--- src/rtl/core/q4dp_pkg.sv ---
// shared types, widths and constants for the q4 block dot product
package q4dp_pkg;

	localparam int BYTES_PER_BLOCK = 16;
	localparam int TOTAL_W = 48;

	localparam int ACT_W = 16;
	localparam int SCALE_W = 16;
	localparam int NIB_W = 4;
	// nibble minus eight times activation
	localparam int LANE_W = NIB_W + ACT_W;
	// two lanes plus growth over the block
	localparam int PARTIAL_W = LANE_W + 1 + $clog2(BYTES_PER_BLOCK);
	localparam int PROD_W = PARTIAL_W + SCALE_W;
	localparam int SUM_W = ((PROD_W > TOTAL_W) ? PROD_W : TOTAL_W) + 1;
	localparam int POS_W = (BYTES_PER_BLOCK > 1) ? $clog2(BYTES_PER_BLOCK) : 1;

	localparam logic [POS_W-1:0] POS_LAST = POS_W'(BYTES_PER_BLOCK - 1);

	localparam logic signed [TOTAL_W-1:0] TOTAL_MAX = {1'b0, {(TOTAL_W-1){1'b1}}};
	localparam logic signed [TOTAL_W-1:0] TOTAL_MIN = {1'b1, {(TOTAL_W-1){1'b0}}};

	typedef struct packed {
		logic [7:0]               quant_byte;
		logic signed [ACT_W-1:0]   act_low;
		logic signed [ACT_W-1:0]   act_high;
		logic signed [SCALE_W-1:0] block_scale;
		logic                     vector_end;
	} q4dp_item_t;

	typedef struct packed {
		logic signed [TOTAL_W-1:0] dot_sum;
		logic                     saturated;
	} q4dp_result_t;

	// per stage control: item present, vector end, finished block carried
	typedef struct packed {
		logic valid;
		logic last;
		logic blk;
	} q4dp_ctl_t;

endpackage

--- src/rtl/core/q4dp_lane.sv ---
// one multiply lane: signed nibble times activation, registered
module q4dp_lane
	import q4dp_pkg::*;
(
	input  logic                     clk,
	input  logic                     en,
	input  logic [NIB_W-1:0]         nibble,
	input  logic signed [ACT_W-1:0]  act,
	output logic signed [LANE_W-1:0] prod_s1
);

	logic signed [NIB_W-1:0] weight;

	// nibble minus eight is the nibble with its top bit flipped
	assign weight = {~nibble[NIB_W-1], nibble[NIB_W-2:0]};

	always_ff @(posedge clk) begin
		if (en) begin
			prod_s1 <= LANE_W'(weight) * LANE_W'(act);
		end
	end

endmodule

--- src/rtl/core/q4dp_merge.sv ---
// merge stage: adds both lanes into the block sum and closes full blocks
module q4dp_merge
	import q4dp_pkg::*;
(
	input  logic                        clk,
	input  logic                        arst_n,
	input  logic                        en,
	input  q4dp_ctl_t                   ctl_s1,
	input  logic signed [LANE_W-1:0]    lo_s1,
	input  logic signed [LANE_W-1:0]    hi_s1,
	input  logic signed [SCALE_W-1:0]   scale_s1,
	output q4dp_ctl_t                   ctl_s2,
	output logic signed [PARTIAL_W-1:0] blk_sum_s2,
	output logic signed [SCALE_W-1:0]   scale_s2
);

	logic [POS_W-1:0]            pos_q;
	logic signed [PARTIAL_W-1:0] partial_q;
	logic signed [PARTIAL_W-1:0] partial_next;
	logic                        blk_done;

	assign partial_next = partial_q + PARTIAL_W'(lo_s1) + PARTIAL_W'(hi_s1);
	assign blk_done = (pos_q == POS_LAST);

	always_ff @(posedge clk or negedge arst_n) begin
		if (!arst_n) begin
			pos_q <= '0;
			partial_q <= '0;
			ctl_s2 <= '0;
		end else if (en) begin
			ctl_s2.valid <= ctl_s1.valid;
			ctl_s2.last <= ctl_s1.valid & ctl_s1.last;
			ctl_s2.blk <= ctl_s1.valid & blk_done;
			if (ctl_s1.valid) begin
				// a vector end drops any unfinished block
				if (blk_done || ctl_s1.last) begin
					pos_q <= '0;
					partial_q <= '0;
				end else begin
					pos_q <= pos_q + POS_W'(1);
					partial_q <= partial_next;
				end
			end
		end
	end

	always_ff @(posedge clk) begin
		if (en) begin
			blk_sum_s2 <= partial_next;
			scale_s2 <= scale_s1;
		end
	end

`ifndef SYNTHESIS
	a_pos_range: assert property (@(posedge clk) disable iff (!arst_n)
		pos_q <= POS_LAST)
		else $error("block position beyond block length");

	a_blk_has_item: assert property (@(posedge clk) disable iff (!arst_n)
		ctl_s2.blk |-> ctl_s2.valid)
		else $error("finished block without an item");
`endif

endmodule

--- src/rtl/core/q4dp_total.sv ---
// scale multiply and saturating running total
module q4dp_total
	import q4dp_pkg::*;
(
	input  logic                        clk,
	input  logic                        arst_n,
	input  logic                        en,
	input  q4dp_ctl_t                   ctl_s2,
	input  logic signed [PARTIAL_W-1:0] blk_sum_s2,
	input  logic signed [SCALE_W-1:0]   scale_s2,
	output logic                        emit,
	output q4dp_result_t                res_next
);

	q4dp_ctl_t                 ctl_s3;
	logic signed [PROD_W-1:0]  prod_s3;
	logic signed [TOTAL_W-1:0] total_q;
	logic                      flag_q;
	logic signed [SUM_W-1:0]   sum;
	logic signed [TOTAL_W-1:0] total_next;
	logic                      sat;

	always_ff @(posedge clk or negedge arst_n) begin
		if (!arst_n) begin
			ctl_s3 <= '0;
		end else if (en) begin
			ctl_s3 <= ctl_s2;
		end
	end

	always_ff @(posedge clk) begin
		if (en) begin
			prod_s3 <= PROD_W'(blk_sum_s2) * PROD_W'(scale_s2);
		end
	end

	always_comb begin
		sum = SUM_W'(total_q) + SUM_W'(prod_s3);
		sat = 1'b0;
		total_next = total_q;
		if (ctl_s3.blk) begin
			if (sum > SUM_W'(TOTAL_MAX)) begin
				total_next = TOTAL_MAX;
				sat = 1'b1;
			end else if (sum < SUM_W'(TOTAL_MIN)) begin
				total_next = TOTAL_MIN;
				sat = 1'b1;
			end else begin
				total_next = TOTAL_W'(sum);
			end
		end
	end

	assign emit = ctl_s3.valid & ctl_s3.last;
	assign res_next.dot_sum = total_next;
	assign res_next.saturated = flag_q | sat;

	always_ff @(posedge clk or negedge arst_n) begin
		if (!arst_n) begin
			total_q <= '0;
			flag_q <= 1'b0;
		end else if (en && ctl_s3.valid) begin
			if (ctl_s3.last) begin
				total_q <= '0;
				flag_q <= 1'b0;
			end else begin
				total_q <= total_next;
				flag_q <= flag_q | sat;
			end
		end
	end

`ifndef SYNTHESIS
	a_clear_after_emit: assert property (@(posedge clk) disable iff (!arst_n)
		en && emit |=> total_q == '0 && !flag_q)
		else $error("total not cleared after vector end");
`endif

endmodule

--- src/rtl/core/q4_block_dot_product_top.sv ---
// top level of the q4 block quantized dot product
//
// streams one packed 4-bit weight byte per request with its two Q8.8
// activations; the low nibble and the high nibble, each minus eight, are
// multiplied in two parallel lanes and merged into a block sum. after
// BYTES_PER_BLOCK bytes the block sum times the Q4.12 block scale is added,
// saturating at 48 bits, into the running total (20 fractional bits). a
// request with vector_end set produces one result (total and sticky
// saturation flag) and clears all state; a block left unfinished at the
// vector end is dropped. block_scale is only read on a block's last byte.
// throughput is one request per clock while the result side keeps up; the
// result of a vector_end request passes lane multiply, merge, scale multiply
// and saturating add into the result register. a held result stalls the
// whole pipeline and item_ready drops with it.
module q4_block_dot_product_top
	import q4dp_pkg::*;
(
	input  logic         clk,
	input  logic         arst_n,
	input  logic         item_valid,
	output logic         item_ready,
	input  q4dp_item_t   item,
	output logic         result_valid,
	input  logic         result_ready,
	output q4dp_result_t result
);

	logic                        en;
	q4dp_ctl_t                   ctl_s1;
	q4dp_ctl_t                   ctl_s2;
	logic signed [LANE_W-1:0]    lo_s1;
	logic signed [LANE_W-1:0]    hi_s1;
	logic signed [SCALE_W-1:0]   scale_s1;
	logic signed [PARTIAL_W-1:0] blk_sum_s2;
	logic signed [SCALE_W-1:0]   scale_s2;
	logic                        emit;
	q4dp_result_t                res_next;
	logic                        result_valid_q;
	q4dp_result_t                result_q;

	// whole pipeline moves unless a finished result is still waiting
	assign en = !result_valid_q || result_ready;
	assign item_ready = en;

	// stage 1 control and scale, lanes register their own products
	always_ff @(posedge clk or negedge arst_n) begin
		if (!arst_n) begin
			ctl_s1 <= '0;
		end else if (en) begin
			ctl_s1.valid <= item_valid;
			ctl_s1.last <= item.vector_end;
			ctl_s1.blk <= 1'b0;
		end
	end

	always_ff @(posedge clk) begin
		if (en) begin
			scale_s1 <= item.block_scale;
		end
	end

	// low nibble lane: element j
	q4dp_lane u_lane_lo (
		.clk     (clk),
		.en      (en),
		.nibble  (item.quant_byte[NIB_W-1:0]),
		.act     (item.act_low),
		.prod_s1 (lo_s1)
	);

	// high nibble lane: element j+16
	q4dp_lane u_lane_hi (
		.clk     (clk),
		.en      (en),
		.nibble  (item.quant_byte[2*NIB_W-1:NIB_W]),
		.act     (item.act_high),
		.prod_s1 (hi_s1)
	);

	// merge lanes into the block sum
	q4dp_merge u_merge (
		.clk        (clk),
		.arst_n     (arst_n),
		.en         (en),
		.ctl_s1     (ctl_s1),
		.lo_s1      (lo_s1),
		.hi_s1      (hi_s1),
		.scale_s1   (scale_s1),
		.ctl_s2     (ctl_s2),
		.blk_sum_s2 (blk_sum_s2),
		.scale_s2   (scale_s2)
	);

	// scale and accumulate into the saturating total
	q4dp_total u_total (
		.clk        (clk),
		.arst_n     (arst_n),
		.en         (en),
		.ctl_s2     (ctl_s2),
		.blk_sum_s2 (blk_sum_s2),
		.scale_s2   (scale_s2),
		.emit       (emit),
		.res_next   (res_next)
	);

	// result register
	always_ff @(posedge clk or negedge arst_n) begin
		if (!arst_n) begin
			result_valid_q <= 1'b0;
		end else if (en) begin
			result_valid_q <= emit;
		end
	end

	always_ff @(posedge clk) begin
		if (en && emit) begin
			result_q <= res_next;
		end
	end

	assign result_valid = result_valid_q;
	assign result = result_q;

`ifndef SYNTHESIS
	a_result_from_end: assert property (@(posedge clk) disable iff (!arst_n)
		$rose(result_valid_q) |-> $past(en && emit))
		else $error("result without a vector end request");
`endif

endmodule

--- config.mk ---
export PLATFORM = sky130hd
export DESIGN_NAME = q4_block_dot_product_top
export DESIGN_NICKNAME = d
export VERILOG_FILES = /design/src/rtl/core/q4dp_pkg.sv /design/src/rtl/core/q4dp_lane.sv /design/src/rtl/core/q4dp_merge.sv /design/src/rtl/core/q4dp_total.sv /design/src/rtl/core/q4_block_dot_product_top.sv
export SDC_FILE = /design/constraint.sdc
export NUM_CORES = 2
export LEC_CHECK = 0
export ABC_AREA = 1
export BUFFER_PORTS_ARGS = -buffer_cell sky130_fd_sc_hd__buf_2
export CAP_MARGIN = 20
export CORE_MARGIN = 4
export CORE_UTILIZATION = 35
export DETAILED_ROUTE_END_ITERATION = 10
export GPL_TIMING_DRIVEN = 0
export SLEW_MARGIN = 5
export SYNTH_ARGS = -nofsm -noshare
export SYNTH_HDL_FRONTEND = slang
export SYNTH_SLANG_ARGS = --single-unit
--- constraint.sdc ---
create_clock -name clk -period 8.1 [get_ports clk]
set_clock_uncertainty 0.05 [all_clocks]
set_input_delay 0.81 -clock clk [delete_from_list [all_inputs] [get_ports clk]]
set_output_delay 0.81 -clock clk [all_outputs]
set_load 0.05 [all_outputs]
==> Word-level counts from Yosys, hierarchy flattened <==
Index checks and enable logic that the tools add are counted.
{ "totals": {"reg_bits": 274, "latchBits": 0, "ramBits": 0, "romBits": 0, "in_bits": 61, "output_inout_bits": 51, "memories": 0} }
{ "classes": {"n_addsub": 4, "mul": 3, "div": 0, "n_lt_le_gt_ge": 2, "eq_ne": 1, "shift": 0, "muxes": 10, "n_bitwise": 6, "n_reduce_logical": 6} }
{ "ops": {"columns": ["cell", "n"], "rows": [
  ["48-bit 2-to-1 mux", 4],
  ["25-bit by 20-bit adder with 25-bit output", 2],
  ["48-bit by 41-bit adder with 49-bit output", 1],
  ["49-bit by 48-bit > comparator with 1-bit output, second input constant", 1],
  ["49-bit by 48-bit < comparator with 1-bit output, second input constant", 1],
  ["25-bit by 16-bit multiplier with 41-bit output", 1],
  ["4-bit by 16-bit multiplier with 20-bit output", 2],
  ["25-bit 2-to-1 mux", 1],
  ["4-bit by 1-bit adder with 4-bit output, second input constant", 1],
  ["4-bit == test, second input constant", 1],
  ["1-bit 2-to-1 mux", 4],
  ["4-bit 2-to-1 mux", 1],
  ["1-bit AND", 3],
  ["1-bit logical AND", 2],
  ["1-bit logical OR", 2],
  ["1-bit NOT", 2],
  ["2-bit AND reduction", 1],
  ["1-bit logical NOT", 1],
  ["1-bit OR", 1]
]} }

==> Longest topological paths before layout <==
{ "depth": {"word_depth": 7, "ltp_mapped": 25, "mapped_depth_nobuf": 23} }

==> Hierarchy <==
From an unflattened synthesis, not the netlist that was laid out.
{ "hier_totals": {"hier_cells": 4629, "area_unflattened_um2": 36060.8} }
{ "by_module_without_submodules": {"columns": ["module", "n_inst", "cells_per_inst", "area_per_inst_um2", "seq_area_each_um2"], "rows": [
  ["q4dp_total", 1, 3183, 23169.7, 2532.4],
  ["q4dp_merge", 1, 565, 4818.4, 2031.9],
  ["q4dp_lane (u_lane_lo)", 1, 403, 3019.1, 600.6],
  ["q4dp_lane (u_lane_hi)", 1, 398, 2975.4, 600.6],
  ["q4_block_dot_product_top", 1, 80, 2078.2, 2026.9]
]} }

==> Least setup slack after synthesis <==
Ideal clock, no wire load.
{ "synth_timing": {"kind": "input to output", "startpoint": "input result_ready", "endpoint": "output item_ready", "arrival_time_ps": 5274, "setup_slack_ps": 1966, "path_stages": 3, "path_buffers": 1, "cell_sequence": "nor2_1 -> inv_1 -> clkbuf_1"} }
{ "synth_between": {"elab_chain_cells": 1} }
{ "synth_lines": {"columns": ["element", "line", "text"], "rows": [
  ["start, declared", "q4_block_dot_product_top.sv:24", "input logic result_ready,"],
  ["1-bit logical OR", "q4_block_dot_product_top.sv:42", "assign en = !result_valid_q || result_ready;"],
  ["end, declared", "q4_block_dot_product_top.sv:21", "output logic item_ready,"]
]} }
No other way between the ends.

==> Worst setup path in the final report <==
{ "layout_timing": {"startpoint": "register u_merge.scale_s2[4]", "endpoint": "register u_total.prod_s3[39] (data pin)"} }
{ "layout_between": {"elab_chain_cells": 1} }
{ "layout_lines": {"columns": ["element", "line", "text"], "rows": [
  ["start, declared", "q4dp_merge.sv:14", "output logic signed [SCALE_W-1:0] scale_s2"],
  ["start signal, assigned", "q4dp_merge.sv:50", "scale_s2 <= scale_s1;"],
  ["25-bit by 16-bit multiplier with 41-bit output", "q4dp_total.sv:33", "prod_s3 <= PROD_W'(blk_sum_s2) * PROD_W'(scale_s2);"],
  ["end signal, assigned", "q4dp_total.sv:33", null],
  ["end, declared", "q4dp_total.sv:16", "logic signed [PROD_W-1:0] prod_s3;"]
]} }
No other way between the ends.
A chain may end at the register's enable or synchronous reset.

==> impl_metrics.toml <==
[run_status]
status = "complete, no violations"

[setup_path]
worst_setup_path_start_kind = "register"
critPathArrivalTime_ns = 7.90
path_max_fanout = 10
r2r_slack_ns = 0.54
crit_path_end_kind = "register"
critPathKind = "reg2reg"
cp_data_required_time_ns = 8.45

[cells_and_area]
nets = 5115
final_util_pct = 38.8
drive_gt1_share_pct = 6.29
syn2layout_area_growth_pct = 9.42
fill_cells = 10100
instances_no_fill = 5631

[cts]
holdBufCountCts = 0
cts_buffer_depth = 3
insertion_delay_ns = 0.60
cts.repair.resized = 0
clkTransAtPathRegs_ns = 0.07
cts_made_buffers = 30
clock-sinks = 274
cts_setup_buffers = 0
cts_tree = "yes"
ctsHtreeMaxLevel = 1
clock-root-buffer = "clkbuf_16"

[synth]
synth_xor_area_share_pct = 3.55
synthAdderAreaFrac_pct = 36.7
synth_cell_type_count = 49
synth-simple-area-share_pct = 18.9
synth-compound-area-share_pct = 6.49
yosysTopAreaCell = "fa_1"
synth-edff-count = 187
synth_flop_cell = "edfxtp_1"
synth_common_cells = "nand2_1 (1,147), inv_1 (921), fa_1 (480), ha_1 (245), nor2_1 (198)"
synth_top_family_by_area = "adder cells"
syn-cell-area_mm2 = 0.0345
yosys_warnings = 0
ys_async_sr_fraction_pct = 31.8
ys_top_cells_by_area = "fa_1 (28%), edfxtp_1 (16%), nand2_1 (12%), inv_1 (10%), ha_1 (8.9%)"
synth_nets = 4974
yosysMostFrequentCell = "nand2_1"
synthCells = 4188
muxShareOfSynthArea_pct = 0
ys_seq_elements = 274
syn_avg_cell_area_um2 = 8.25
synth_top_area_share_pct = 27.8
synth_seq_area_share_pct = 22.6

[detailed_routing]
drt_iter0_drc = 1914
routed-via-count = 26900
viasPerCell = 4.78
ant_nets = 0
drt_pass1_iterations = 6
routed_wl_um = 96900
wire_per_inst_um = 17.2
drc = 0

[placed_design]
dp_cells = 5573
hpwlAfterDp_um = 81800
gp_congestion = 0.972
io_buffers = 105

[global_route]
antenna_found_initial = 7
grt_overflow = 0
grt_first_pass_wirelength_um = 152000
grt_max_degree = 60
grt_use_total_pct = 18.8
first_global_vias = 27400

[timing]
finalSetupViolCount = 0
rsz0062_at_grt = "no"
finalCritPeriodShare_pct = 93.3
slew_violations = 0
tightestPinTransition_ns = 0.921
fin_crit_ns = 7.56
max_freq_mhz = 132
slew-limit-headroom_pct = 38.6
finalHoldViolCount = 0

[floorplan]
die_area_mm2 = 0.104
initial_core_util_pct = 35.5
core.rowCount = 114
die_h_um = 322
core_region_area_mm2 = 0.0973
die_w_um = 322
ios = 112

[job]
cap_violations = 0

[min_path]
holdCritPathClass = "in2async"
==> worst max-delay path, cell delays in order, from the launching register on <==
cell and delay (ns):
edfxtp_1 0.32, clkbuf_1 0.55, clkbuf_1 0.73, nand2_1 0.31, fa_1 0.60, inv_1 0.07, fa_1 0.80, fa_1 0.59
fa_1 0.55, fa_1 0.54, inv_1 0.05, fa_1 0.60, inv_1 0.06, ha_1 0.37, nand2_1 0.10, nor2_1 0.15
inv_1 0.07, nor4_1 0.35, nand3_1 0.12, nand3_1 0.12, xor2_1 0.25
==> flip-flops by register name (all words and copies together), names as in the netlist <==
signal,flops
ctl_s1,2
result,49
result_valid,1
scale_s1,16
u_lane_hi.prod_s1,20
u_lane_lo.prod_s1,20
u_merge.blk_sum_s2,25
u_merge.ctl_s2,3
u_merge.partial_q,25
u_merge.pos_q,4
u_merge.scale_s2,16
u_total.ctl_s3,3
u_total.flag_q,1
u_total.prod_s3,41
u_total.total_q,48
==> cell usage in the layout, fill, tap and decap left out, types with 98 or more instances in the layout <==
cell / n
fa_1: 480
ha_1: 245
clkbuf_1: 127
edfxtp_1: 187
nand2_1: 1147
nand3_1: 118
buf_2: 109
xor2_1: 98
inv_1: 921
a21oi_1: 154
nor2_1: 197
==> cells by family (layout without fill, tap and decap cells) <==
family,after synthesis,after routing
compound gates,376,376
xor+xnor,140,140
fa+ha+maj,725,725
buf+inv,1069,1234
flops,274,274
other cells,0,2
simple gates,1604,1604
==> metal layers <==
layer	GRT usage, %	up-vias	part of all wire (%)
li1	-	13000	-
met1	25.5	13200	44
met2	31.3	679	46
met3	3.10	137	6.4
met4	5.29	4	3.2
met5	0	-	0.028
==> final cells by class <==
type | instances | area [um2] | share of cell area [%]
sequential | 274 | 7790 | 20.6
antenna | 2 | 5.00 | 0.0132
clock inverter | 18 | 195 | 0.517
tap | 1276 | 1600 | 4.23
multi-input combinational | 2845 | 22700 | 60.0
clock buffer | 38 | 822 | 2.18
inverter | 927 | 3480 | 9.21
buffer | 142 | 611 | 1.62
timing repair buffer | 109 | 623 | 1.65
==> final timing paths <==
kind / start / endpoint / cells after the start
min in group clk: item[2] / scale_s1[1] / 1
worst max register to register: u_merge.scale_s2[4] / u_total.prod_s3[39] / 20
worst max-delay path: u_merge.scale_s2[4] / u_total.prod_s3[39] / 20
max in group asynchronous: arst_n / u_merge.partial_q[23] / 2
worst min-delay path: arst_n / u_total.total_q[37] / 1
worst min register to register: scale_s1[5] / u_merge.scale_s2[5] / 0
==> through the flow <==
stage	cell area (um2)	hold WS (ns)	TNS (ns)	setup WS (ns)
after floorplan	34500	0.350	0	1.97
after global routing	37800	0.116	0	0.194
after detailed placement	36800	0.355	0	0.671
after global placement	36700	0.352	-0.485	-0.485
after CTS	37800	0.0926	0	0.622
final	37800	0.111	0	0.543
Power is not shown: default switching activity piles up to over one toggle a cycle in this logic, so the estimate is an artifact.
